`config.mk`:
```
export PLATFORM = sky130hd
export DESIGN_NAME = postfix_stack_evaluator_core
export DESIGN_NICKNAME = d
export VERILOG_FILES = /design/src/rtl/pse_pkg.sv /design/src/rtl/postfix_stack_evaluator_core.sv /design/src/rtl/pse_ram.sv /design/src/rtl/pse_datapath.sv /design/src/rtl/pse_ctrl.sv
export SDC_FILE = /design/constraint.sdc
export NUM_CORES = 2
export LEC_CHECK = 0
export ABC_CLOCK_PERIOD_IN_PS = 9900
export BUFFER_PORTS_ARGS = -buffer_cell sky130_fd_sc_hd__clkbuf_2
export CAP_MARGIN = 20
export CORE_MARGIN = 5
export CORE_UTILIZATION = 49
export DETAILED_ROUTE_END_ITERATION = 7
export PLACE_DENSITY = 0.72
export SLEW_MARGIN = 20
export SYNTH_ARGS = -nofsm -noshare
export SYNTH_HDL_FRONTEND = slang
export SYNTH_SLANG_ARGS = --single-unit
```
`constraint.sdc`:
```
create_clock -name clk -period 9.9 [get_ports clk]
set_input_delay 0.495 -clock clk [delete_from_list [all_inputs] [get_ports clk]]
set_output_delay 0.495 -clock clk [all_outputs]
set_load 0.005 [all_outputs]
```
`src/rtl/pse_pkg.sv`:
```
// Package: types and constants for the postfix stack evaluator.
`default_nettype none
package pse_pkg;
	localparam int STACK_DEPTH_DEF = 16;
	localparam int DATA_W = 32;

	typedef enum logic [2:0] {
		K_PUSH = 3'd0, K_ADD = 3'd1, K_SUB = 3'd2, K_MUL = 3'd3,
		K_DIV = 3'd4, K_POW = 3'd5, K_FIN = 3'd6, K_NOP = 3'd7
	} kind_t;

	typedef enum logic [1:0] {
		ST_OK = 2'd0, ST_UNDER = 2'd1, ST_OVER = 2'd2, ST_DIVZ = 2'd3
	} status_t;

	typedef enum logic [3:0] {
		S_IDLE, S_RD1, S_RD2, S_EXEC, S_DIV, S_DIVFIX, S_POW, S_POWSQ, S_WB, S_TOPRD, S_TOP,
		S_REPLY
	} state_t;

	typedef enum logic [1:0] {
		OPR_ADD, OPR_SUB, OPR_MUL
	} alu_op_t;

	// Controller to datapath
	typedef struct packed {
		logic       latch_in;
		logic       rd_top;
		logic       rd_next;
		logic       rd_res;
		logic       cap_r;
		logic       alu_go;
		logic       div_init;
		logic       div_step;
		logic       div_fix;
		logic       pow_init;
		logic       pow_mul;
		logic       pow_sq;
		logic       wr_push;
		logic       wr_res;
		logic       cnt_inc;
		logic       cnt_dec;
		logic       cnt_clr;
		logic       set_val_top;
		logic       set_val_zero;
		logic       set_val_r;
		logic       strobe;
		status_t    status;
		logic       done;
	} cmd_t;

	// Datapath to controller
	typedef struct packed {
		kind_t kind;
		logic  empty;
		logic  full;
		logic  lt2;
		logic  r_zero;
		logic  pow_neg;
		logic  pow_done;
		logic  div_last;
	} sts_t;
endpackage
`default_nettype wire

```
`src/rtl/postfix_stack_evaluator_core.sv`:
```
// Top level of the postfix stack evaluator.
`default_nettype none
// Takes one token per request (start while busy is low) and returns exactly one
// result, shown for a single cycle with strobe high in the cycle that busy drops;
// the receiver cannot stall. Busy stays high while the request is worked on; divide
// takes one quotient bit a cycle over 32 bits and power does a multiply and a square
// per exponent bit. The single-port stack RAM sets the length of the short cases.
module postfix_stack_evaluator_core import pse_pkg::*; #(
	parameter int STACK_DEPTH = STACK_DEPTH_DEF
) (
	input  wire logic              clk,
	input  wire logic              arst_n,
	input  wire logic              start,
	output logic                   busy,
	input  wire logic [2:0]        kind,
	input  wire logic [DATA_W-1:0] operand,
	output logic                   strobe,
	output logic [DATA_W-1:0]      top_value,
	output logic [1:0]             status,
	output logic                   done_res
);
	cmd_t cmd;
	sts_t sts;
	logic strobe_q;

	pse_ctrl u_ctrl (
		.clk(clk), .arst_n(arst_n), .start(start), .busy(busy), .sts(sts), .cmd(cmd)
	);

	pse_datapath #(.STACK_DEPTH(STACK_DEPTH)) u_dp (
		.clk(clk), .arst_n(arst_n), .kind(kind), .operand(operand), .cmd(cmd), .sts(sts),
		.top_value(top_value), .status(status), .done_res(done_res)
	);

	always_ff @(posedge clk or negedge arst_n) begin
		if (!arst_n) begin
			strobe_q <= 1'b0;
		end else begin
			strobe_q <= cmd.strobe;
		end
	end
	assign strobe = strobe_q;
endmodule
`default_nettype wire

```
`src/rtl/pse_ram.sv`:
```
// Generic single-port RAM with registered read.
`default_nettype none
module pse_ram #(
	parameter int WIDTH = 32,
	parameter int DEPTH = 16
) (
	input  wire logic                     clk,
	input  wire logic                     we,
	input  wire logic [$clog2(DEPTH)-1:0] addr,
	input  wire logic [WIDTH-1:0]         wdata,
	output logic      [WIDTH-1:0]         rdata
);
	logic [WIDTH-1:0] mem_q [DEPTH];

	always_ff @(posedge clk) begin
		if (we) begin
			mem_q[addr] <= wdata;
		end
		rdata <= mem_q[addr];
	end
endmodule
`default_nettype wire

```
`src/rtl/pse_datapath.sv`:
```
// Datapath: stack memory, count, operand registers, serial divider and power unit.
`default_nettype none
module pse_datapath import pse_pkg::*; #(
	parameter int STACK_DEPTH = STACK_DEPTH_DEF
) (
	input  wire logic                clk,
	input  wire logic                arst_n,
	input  wire logic [2:0]          kind,
	input  wire logic [DATA_W-1:0]   operand,
	input  wire cmd_t                cmd,
	output sts_t                     sts,
	output logic [DATA_W-1:0]        top_value,
	output logic [1:0]               status,
	output logic                     done_res
);
	localparam int AW = $clog2(STACK_DEPTH);
	localparam int CW = $clog2(STACK_DEPTH + 1);
	localparam int IW = $clog2(DATA_W);

	logic [CW-1:0]     cnt_q;
	kind_t             kind_q;
	logic [DATA_W-1:0] opnd_q, r_q, res_q;
	logic [DATA_W-1:0] rdata;
	logic [AW-1:0]     addr;
	logic              we;
	logic [DATA_W-1:0] wdata;
	// divider
	logic [DATA_W-1:0] rem_q, quo_q, dvs_q;
	logic [IW-1:0]     dcnt_q;
	logic              neg_q;
	logic [DATA_W:0]   trial;
	logic [DATA_W-1:0] rem_sh;
	// power
	logic [DATA_W-1:0] base_q, ex_q, acc_q;
	logic [DATA_W-1:0] out_val_q;
	logic [1:0]        out_st_q;
	logic              out_done_q, out_stb_q;

	always_comb begin
		addr = '0;
		if (cmd.rd_top || cmd.wr_res || cmd.rd_res) begin
			addr = AW'(cnt_q - CW'(1));
		end
		if (cmd.rd_next) begin
			addr = AW'(cnt_q - CW'(2));
		end
		if (cmd.wr_push) begin
			addr = AW'(cnt_q);
		end
		if (cmd.wr_res) begin
			addr = AW'(cnt_q - CW'(2));
		end
	end
	assign we    = cmd.wr_push | cmd.wr_res;
	assign wdata = cmd.wr_push ? opnd_q : res_q;

	pse_ram #(.WIDTH(DATA_W), .DEPTH(STACK_DEPTH)) u_stack (
		.clk(clk), .we(we), .addr(addr), .wdata(wdata), .rdata(rdata)
	);

	always_ff @(posedge clk or negedge arst_n) begin
		if (!arst_n) begin
			cnt_q <= '0;
			kind_q <= K_NOP;
			out_stb_q <= 1'b0;
		end else begin
			out_stb_q <= cmd.strobe;
			if (cmd.latch_in) begin
				kind_q <= kind_t'(kind);
			end
			if (cmd.cnt_clr) begin
				cnt_q <= '0;
			end else if (cmd.cnt_inc) begin
				cnt_q <= cnt_q + CW'(1);
			end else if (cmd.cnt_dec) begin
				cnt_q <= cnt_q - CW'(1);
			end
		end
	end

	assign trial  = {1'b0, rem_sh} - {1'b0, dvs_q};
	assign rem_sh = {rem_q[DATA_W-2:0], quo_q[DATA_W-1]};

	// left operand arrives on rdata in the cycle that starts the operation
	always_ff @(posedge clk) begin
		if (cmd.latch_in) begin
			opnd_q <= operand;
		end
		if (cmd.cap_r) begin
			r_q <= rdata;
		end
		if (cmd.alu_go) begin
			unique case (kind_q)
				K_ADD:   res_q <= rdata + r_q;
				K_SUB:   res_q <= rdata - r_q;
				K_MUL:   res_q <= rdata * r_q;
				default: res_q <= '0;
			endcase
		end
		if (cmd.div_init) begin
			rem_q  <= '0;
			quo_q  <= rdata[DATA_W-1] ? -rdata : rdata;
			dvs_q  <= r_q[DATA_W-1] ? -r_q : r_q;
			neg_q  <= rdata[DATA_W-1] ^ r_q[DATA_W-1];
			dcnt_q <= '0;
		end
		if (cmd.div_step) begin
			dcnt_q <= dcnt_q + IW'(1);
			if (!trial[DATA_W]) begin
				rem_q <= trial[DATA_W-1:0];
				quo_q <= {quo_q[DATA_W-2:0], 1'b1};
			end else begin
				rem_q <= rem_sh;
				quo_q <= {quo_q[DATA_W-2:0], 1'b0};
			end
		end
		if (cmd.div_fix) begin
			res_q <= neg_q ? -quo_q : quo_q;
		end
		if (cmd.pow_init) begin
			base_q <= rdata;
			ex_q   <= r_q;
			acc_q  <= DATA_W'(1);
			if (r_q[DATA_W-1]) begin
				if (rdata == DATA_W'(1)) begin
					res_q <= DATA_W'(1);
				end else if (rdata == '1) begin
					res_q <= r_q[0] ? '1 : DATA_W'(1);
				end else begin
					res_q <= '0;
				end
			end
		end
		if (cmd.pow_mul && ex_q[0]) begin
			acc_q <= acc_q * base_q;
		end
		if (cmd.pow_mul && ex_q == '0) begin
			res_q <= acc_q;
		end
		if (cmd.pow_sq) begin
			base_q <= base_q * base_q;
			ex_q   <= ex_q >> 1;
		end
		if (cmd.strobe) begin
			out_val_q  <= cmd.set_val_zero ? '0 : (cmd.set_val_r ? r_q : rdata);
			out_st_q   <= cmd.status;
			out_done_q <= cmd.done;
		end
	end

	assign sts.kind     = kind_q;
	assign sts.empty    = (cnt_q == '0);
	assign sts.full     = (cnt_q >= CW'(STACK_DEPTH));
	assign sts.lt2      = (cnt_q < CW'(2));
	assign sts.r_zero   = (r_q == '0);
	assign sts.pow_neg  = r_q[DATA_W-1];
	assign sts.pow_done = (ex_q == '0);
	assign sts.div_last = (dcnt_q == IW'(DATA_W - 1));

	assign top_value = out_val_q;
	assign status    = out_st_q;
	assign done_res  = out_stb_q & out_done_q;
endmodule
`default_nettype wire

```
`src/rtl/pse_ctrl.sv`:
```
// Controller: sequences stack reads, arithmetic and write-back for each request.
`default_nettype none
module pse_ctrl import pse_pkg::*; (
	input  wire logic clk,
	input  wire logic arst_n,
	input  wire logic start,
	output logic      busy,
	input  wire sts_t sts,
	output cmd_t      cmd
);
	state_t state_q, state_d;

	always_ff @(posedge clk or negedge arst_n) begin
		if (!arst_n) begin
			state_q <= S_IDLE;
		end else begin
			state_q <= state_d;
		end
	end

	always_comb begin
		state_d = state_q;
		unique case (state_q)
			S_IDLE:   if (start) state_d = S_RD1;
			S_RD1: begin
				unique case (sts.kind)
					K_PUSH:  state_d = sts.full ? S_REPLY : S_TOPRD;
					K_FIN:   state_d = sts.empty ? S_REPLY : S_TOP;
					K_NOP:   state_d = sts.empty ? S_REPLY : S_TOP;
					default: state_d = sts.lt2 ? S_REPLY : S_RD2;
				endcase
			end
			S_RD2:    state_d = S_EXEC;
			S_EXEC: begin
				unique case (sts.kind)
					K_DIV:   state_d = sts.r_zero ? S_REPLY : S_DIV;
					K_POW:   state_d = sts.pow_neg ? S_WB : S_POW;
					default: state_d = S_WB;
				endcase
			end
			S_DIV:    if (sts.div_last) state_d = S_DIVFIX;
			S_DIVFIX: state_d = S_WB;
			S_POW:    state_d = sts.pow_done ? S_WB : S_POWSQ;
			S_POWSQ:  state_d = S_POW;
			S_WB:     state_d = S_TOPRD;
			S_TOPRD:  state_d = S_TOP;
			S_TOP:    state_d = S_IDLE;
			S_REPLY:  state_d = S_IDLE;
			default:  state_d = S_IDLE;
		endcase
	end

	always_comb begin
		cmd = '0;
		cmd.status = ST_OK;
		busy = (state_q != S_IDLE);
		unique case (state_q)
			S_IDLE:  cmd.latch_in = start;
			S_RD1: begin
				cmd.rd_top = 1'b1;
				if (sts.kind == K_PUSH && !sts.full) begin
					cmd.rd_top  = 1'b0;
					cmd.wr_push = 1'b1;
					cmd.cnt_inc = 1'b1;
				end
			end
			S_RD2: begin
				cmd.rd_next = 1'b1;
				cmd.cap_r   = 1'b1;
			end
			S_EXEC: begin
				cmd.alu_go   = (sts.kind == K_ADD) || (sts.kind == K_SUB) ||
					(sts.kind == K_MUL);
				cmd.div_init = (sts.kind == K_DIV);
				cmd.pow_init = (sts.kind == K_POW);
			end
			S_DIV:    cmd.div_step = 1'b1;
			S_DIVFIX: cmd.div_fix = 1'b1;
			S_POW:    cmd.pow_mul = 1'b1;
			S_POWSQ:  cmd.pow_sq = 1'b1;
			S_WB: begin
				cmd.wr_res  = 1'b1;
				cmd.cnt_dec = 1'b1;
			end
			S_TOPRD:  cmd.rd_top = 1'b1;
			S_TOP: begin
				cmd.strobe = 1'b1;
				if (sts.kind == K_FIN) begin
					cmd.done    = 1'b1;
					cmd.cnt_clr = 1'b1;
				end
			end
			S_REPLY: begin
				cmd.strobe = 1'b1;
				unique case (sts.kind)
					K_PUSH: begin
						cmd.status = ST_OVER;
						cmd.rd_top = 1'b1;
					end
					K_FIN: begin
						cmd.status = ST_UNDER;
						cmd.set_val_zero = 1'b1;
					end
					K_NOP:  cmd.set_val_zero = 1'b1;
					K_DIV: begin
						cmd.status = sts.lt2 ? ST_UNDER : ST_DIVZ;
						cmd.set_val_zero = sts.empty;
						cmd.set_val_r = !sts.lt2;
					end
					default: begin
						cmd.status = ST_UNDER;
						cmd.set_val_zero = sts.empty;
					end
				endcase
			end
			default: ;
		endcase
	end
endmodule
`default_nettype wire

```
* Yosys cells after proc, flatten, opt, wreduce, memory -nomap -nowiden
Memory sizes are Yosys's and may differ from the RTL's. A register that Yosys moved wholly into a read port is not among the register bits.
Index checks and enable logic that the tools add are counted.
** Word-level totals
- Register bits :: 341
- Latch bits :: 0
- RAM bits :: 512
- Memory bits (read-only) :: 0
- Input port bits :: 38
- Memories kept :: 1
** Operators by class
- Add/subtract/negate cells :: 10
- $mul :: 3
- Divide/modulo/power cells :: 0
- Order comparisons :: 2
- Equality and inequality tests :: 23
- Shifts and indexed selects :: 0
- Muxes and demuxes :: 70
- Bitwise operators :: 3
- Reduce and logical (&&, ||, !) cells :: 21
** Memories
- u_dp.u_stack.mem_q :: depth 16, width 32, rd ports 1, clocked after memory_dff 1, wr ports 1, line pse_ram.sv:13 : logic [WIDTH-1:0] mem_q [DEPTH];
** Operators with widths (count)
- 32-bit two-way mux :: 18
- 31-bit two-way mux :: 6
- 32-bit by 32-bit multiplier with 32-bit output :: 3
- 32-bit negator :: 3
- 32-bit one-hot mux with 3 select lines :: 1
- 32-bit zero test :: 2
- 4-bit two-way mux :: 10
- 4-bit one-hot mux with 10 select lines :: 1
- 32-bit by 32-bit subtractor with 33-bit output :: 1
- 32-bit adder :: 1
- 32-bit by 1-bit equality test with 1-bit output (second input constant) :: 1
- 32-bit equality test (second input constant) :: 1
- 32-bit subtractor :: 1
- 5-bit two-way mux :: 5
- 1-bit two-way mux :: 20
- 4-bit by 3-bit equality test with 1-bit output (second input constant) :: 4
- 4-bit equality test (second input constant) :: 4
- 4-bit one-hot mux with 2 select lines :: 2
- 3-bit equality test (second input constant) :: 4
- 5-bit by 1-bit adder with 5-bit output (second input constant) :: 2
- 4-bit by 2-bit equality test with 1-bit output (second input constant) :: 2
- 2-bit two-way mux :: 4
- 3-bit by 2-bit equality test with 1-bit output (second input constant) :: 2
- 2-bit one-hot mux with 3 select lines :: 1
- other kinds (24) :: 33

* Longest topological paths before layout
- Depth in word-level cells :: 10
- Depth in mapped cells :: 30

* Hierarchy
Synthesis repeated with hierarchy kept, for this count alone.
** Unflattened totals
- Cell total of the unflattened synthesis :: 7937
- Area total of the unflattened synthesis :: 85460.7 µm²
** Modules (own cells, without submodules)
- pse_datapath :: instances 1, cells each 7014, area each 64959.8 µm², seq. area each 9748.1 µm²
- pse_ram :: instances 1, cells each 840, area each 19862.8 µm², seq. area each 16015.4 µm²
- pse_ctrl :: instances 1, cells each 82, area each 613.1 µm², seq. area each 100.1 µm²
- postfix_stack_evaluator_core :: instances 1, cells each 1, area each 25.0 µm², seq. area each 25.0 µm²

* Worst setup path after synthesis
Ideal clock, no wire load.
- Path kind :: flip-flop to flip-flop
- From :: reg u_dp.base_q[2]
- To :: reg u_dp.acc_q[31] (data pin)
- Data arrival time :: 7.209 ns
- Slack :: 2.427 ns
- Stages on the path, launching flop included :: 31
- Buffers on the path :: 3
- Clock period less this slack :: 7.473 ns
- Cells stage by stage :: edfxtp_1 > clkbuf_1 > clkbuf_1 > clkbuf_1 > nand2_1 > fa_1 > inv_1 > fa_1 > inv_1 > fa_1 > inv_1 > fa_1 > inv_1 > fa_1 > inv_1 > fa_1 > fa_1 > inv_1 > fa_1 > inv_1 > ha_1 > a21o_1 > a21o_1 > a21o_1 > a31oi_1 > nand3_1 > o21ai_0 > o21ai_0 > a31oi_1 > xnor2_1 > nor2_1
** On the way
- Cells in the longest elaborated chain, start to end :: 2
** Ends and longest elaborated chain
- start, declared :: line pse_datapath.sv:34 : logic [DATA_W-1:0] base_q, ex_q, acc_q;
- start signal, assigned :: line pse_datapath.sv:121 : base_q <= rdata;
- start signal, assigned :: line pse_datapath.sv:141 : base_q <= base_q * base_q;
- 32-bit by 32-bit multiplier with 32-bit output :: line pse_datapath.sv:135 : acc_q <= acc_q * base_q;
- 32-bit two-way mux :: line pse_datapath.sv:134 : if (cmd.pow_mul && ex_q[0]) begin
- end signal, assigned :: line pse_datapath.sv:135
- end, declared :: line pse_datapath.sv:34
Every way passes these cells.
A chain may end at the register's enable or synchronous reset.

* Worst setup path in the final report
- From :: reg u_dp.base_q[6]
- To :: reg u_dp.base_q[28] (data pin)
** On the way
- Cells in the longest elaborated chain, start to end :: 2
** Ends and longest elaborated chain
- 32-bit by 32-bit multiplier with 32-bit output :: line pse_datapath.sv:141
- 32-bit two-way mux :: line pse_datapath.sv:140 : if (cmd.pow_sq) begin
Every way passes these cells.

==> key figures <==
Logic synthesis
  • Post-synth EDFFs: 807
  • Synth Area in Simple Gates: 0.155
  • Compound-cell area share of the yosys netlist: 0.0695
  • Dominant synthesized flop cell: edfxtp_1
  • Mapped Nets: 10.4k
  • Synth Instances: 8702
  • Syn Area/Cell: 9.86 sq um
  • Ys async rst share: 0.0147
  • #FFs+latches synth: 885
  • Post-synthesis sequential area ratio: 0.302
  • Post-Syn Area: 85800 sq um
  • Mux share of post-synthesis cell area: 0.00629
  • Post-synthesis cell type count: 88
  • Yosys warns: 0
  • Synth Area in XOR/XNOR: 0.0400
  • Main combinational cell family by area after synthesis: adder cells
  • Post-synthesis adder-cell area fraction: 0.342

Placed design
  • Post-DP Area: 88600 sq um
  • Routability cong.: 0.962
  • Post-DP HPWL: 175 mm
  • Port Buffers: 74

Hold path
  • Worst hold start: kind[0]
  • Worst Hold Depth: 2
  • Hold Path Sink: u_dp.kind_q[0]$_DFFE_PN1P_
  • Worst hold path class: primary input to flip-flop

Critical path
  • CP arrival: 8.79 ns
  • CP Data Required Time: 10.39 ns
  • CP max stage cell: edfxtp_1
  • R2R depth: 21
  • Startpoint Class: flip-flop
  • CP bufs+invs: 3
  • Most used cell, CP: fa_1
  • Critical path's top delay family: adder cells
  • CP max stage delay: 0.84 ns
  • Worst r2r src: u_dp.base_q[6]$_DFFE_PP_
  • Critical-path cell list: buf_4 > and2_1 > fa_1 > fa_1 > fa_1 > fa_1 > ha_1 > ha_1 > inv_1 > fa_1 > inv_1 > fa_1 > ha_1 > o21ai_0 > o31ai_1 > a41oi_1 > o21ai_0 > a221oi_1 > o31ai_1 > o21ai_0 > o311ai_0
  • Endpoint type of the worst setup path: flip-flop
  • RR Endpoint: u_dp.base_q[28]$_DFFE_PP_
  • Reg2Reg Setup Slack: 1.60 ns
  • CP Class: flip-flop to flip-flop
  • Crit-path max FO: 35

Floorplan
  • Die W: 428 um
  • Die ar.: 184000 sq um
  • Die Ht: 428 um
  • Core Rows: 153
  • Core area: 174000 sq um
  • Top-level I/O count: 75
  • Initial Util: 0.493

STA
  • Final count of negative-setup-slack endpoints: 0
  • RSZ-0062 raised after global routing: no
  • Final hold viol count: 0
  • Max Clk Rate: 0.120 GHz
  • Max Slew Vio Count: 0
  • Final worst-path cycle share: 0.838
  • Relative max-transition margin: 0.171
  • Setup TNS: 0 ns
  • Worst-margin pin slew: 1.24 ns
  • Setup Skew: 0.0654 ns
  • Tmin final: 8.30 ns

Global route
  • Vias in the first global route: 66.0k
  • First-pass GRT wire length: 386 mm
  • Tot GR Track Use: 0.270
  • Grt ovf: 0
  • Largest net degree at the start of global routing: 153
  • Initial antenna violation count: 11

Drt
  • Initial drt markers: 5975
  • Met1 wire length: 94.7 mm
  • Via density: 5.73
  • Via count: 62.8k
  • # DRC: 0
  • Per-cell routed wire length: 22.7 um
  • Post-route ant nets: 0
  • Detailed Route WL: 249 mm
  • Wire length on met3: 23.3 mm
  • Metal2 WL: 115 mm
  • Max layer used: met4
  • Pre-antenna DRT Iters: 6

Clocking
  • CTS tree: built
  • Later-pin clock latency in the skew report: 0.74 ns
  • CTS Buffer Depth: 3
  • Worst-path clk slew: 0.06 ns
  • CTS sink cnt: 885
  • Post-CTS sizing: 0
  • # H-tree levels: 3
  • Clock root buffer: clkbuf_16
  • TritonCTS Buffers: 94

Finish
  • Final Cell Area: 92200 sq um
  • P&R area growth vs syn: 7.49%
  • Fillers: 15.1k
  • Nets: 10.2k
  • Share of cells above drive strength 1: 0.0577

Flow run
  • # Max-Cap Violations: 0

Status
  • Status: completed
-- placed cells by master (no fill, tap or decap), types with 41 or more instances in the layout --
cell type and n:
dfxtp_1 58, nor2_1 180, nand3_1 174, clkbuf_16 95
edfxtp_1 807, xnor2_1 237, clkbuf_2 74, nand2_1 1636
o21ai_0 179, xor2_1 153, nor3_1 41, ha_1 447
buf_4 163, o31ai_1 54, fa_1 1185, inv_1 1445
and2_1 556, a311oi_1 100, a21oi_1 241, a31oi_1 57
and3_1 85, a21o_1 75
-- synth_stat cells (12+ instances only) --
cell type / count / area, sq um
a21oi_1: 242 / 1210
dfxtp_1: 65 / 1300
fa_1: 1185 / 23700
edfxtp_1: 807 / 24200
nand4_1: 19 / 119
xor2_1: 153 / 1340
inv_1: 1445 / 5420
clkbuf_1: 466 / 1750
o211ai_1: 21 / 158
a31oi_1: 57 / 357
a221oi_1: 15 / 131
o21bai_1: 15 / 113
nand2b_1: 32 / 200
buf_2: 20 / 100
a21o_1: 75 / 563
o31ai_1: 54 / 405
or2_2: 12 / 75.1
nor3_1: 52 / 260
nand2_1: 1638 / 6150
o221ai_1: 13 / 114
and2_1: 557 / 3480
a211oi_1: 23 / 173
mux2_2: 39 / 439
a311oi_1: 100 / 876
nor4_1: 18 / 113
nor2_1: 189 / 709
and3_1: 85 / 532
o21ai_0: 181 / 906
or3_1: 30 / 188
xnor2_1: 237 / 2080
nand3_1: 175 / 876
nor2b_1: 29 / 181
buf_1: 27 / 101
o21a_1: 26 / 195
ha_1: 447 / 5590
-- per-stage QoR --
| stage | hold WS, ns | util | setup slack [ns] | instances |
|---|---|---|---|---|
| floorplan | 0.199 | - | 2.43 | 8702 |
| global placement | 0.453 | 0.509 | 1.62 | 10800 |
| detailed placement | 0.444 | 0.509 | 1.40 | 10800 |
| CTS | 0.0179 | 0.529 | 1.38 | 11000 |
| global route | 0.0341 | 0.530 | 1.18 | 11000 |
| finish | 0.0781 | 0.530 | 1.60 | 11000 |
-- final cells by class --
type	instances	area (sq um)	area share
Clock inverter	49	658	0.00714
Antenna cell	3	7.51	0.0000814
Multi-Input combinational cell	5856	52700	0.572
Inverter	1446	5430	0.0589
Clock buffer	127	2580	0.0280
Sequential cell	885	25900	0.281
Timing Repair Buffer	275	2000	0.0217
Tap cell	2325	2910	0.0316
-- layer usage --
layer | up-vias | global-route usage
met5 | - | 0
met4 | 0 | 0.147
met3 | 779 | 0.0484
met1 | 31400 | 0.350
met2 | 3262 | 0.433
li1 | 27300 | -
-- registers in the layout, indices dropped and copies added, names as in the netlist, 31 cells and up --
name / count
u_dp.u_stack.mem_q: 512
u_dp.acc_q: 32
u_dp.base_q: 32
u_dp.dvs_q: 32
u_dp.ex_q: 32
u_dp.opnd_q: 32
u_dp.quo_q: 32
u_dp.r_q: 32
u_dp.res_q: 32
u_dp.top_value: 32
u_dp.u_stack.rdata: 32
u_dp.rem_q: 31
-- kinds of logic after synthesis --
logic type / after synthesis
and+or+nand+nor: 2881
buffers and inverters: 1961
adders and majority gates: 1632
AOI/OAI and AO/OA: 903
DFF: 885
xor gates and xnor gates: 391
muxes: 49
-- worst max-delay path by stage --
stage                               from                           end  cells after the start  slack [ns]
3_5_place_dp    u_dp.base_q[4]$_DFFE_PP_  u_dp.acc_q[31]$_SDFFCE_PN0P_                     29        1.40
4_1_cts         u_dp.base_q[4]$_DFFE_PP_  u_dp.acc_q[31]$_SDFFCE_PN0P_                     29        1.38
3_3_place_gp    u_dp.base_q[4]$_DFFE_PP_  u_dp.acc_q[31]$_SDFFCE_PN0P_                     29        1.62
6_report        u_dp.base_q[6]$_DFFE_PP_     u_dp.base_q[28]$_DFFE_PP_                     21        1.60
5_1_grt        u_dp.base_q[16]$_DFFE_PP_     u_dp.base_q[29]$_DFFE_PP_                     25        1.18
2_1_floorplan   u_dp.base_q[2]$_DFFE_PP_  u_dp.acc_q[31]$_SDFFCE_PN0P_                     30        2.43
-- repair_timing --
| action | in CTS | in global routing |
|---|---|---|
| setup buffers | 0 | 0 |
| hold endpoints to repair | 45 | 0 |
| hold buffers | 33 | 0 |
Power is left out: the tool's default activity adds up to more than one toggle a clock period on the data nets, which glitch-free logic cannot reach.
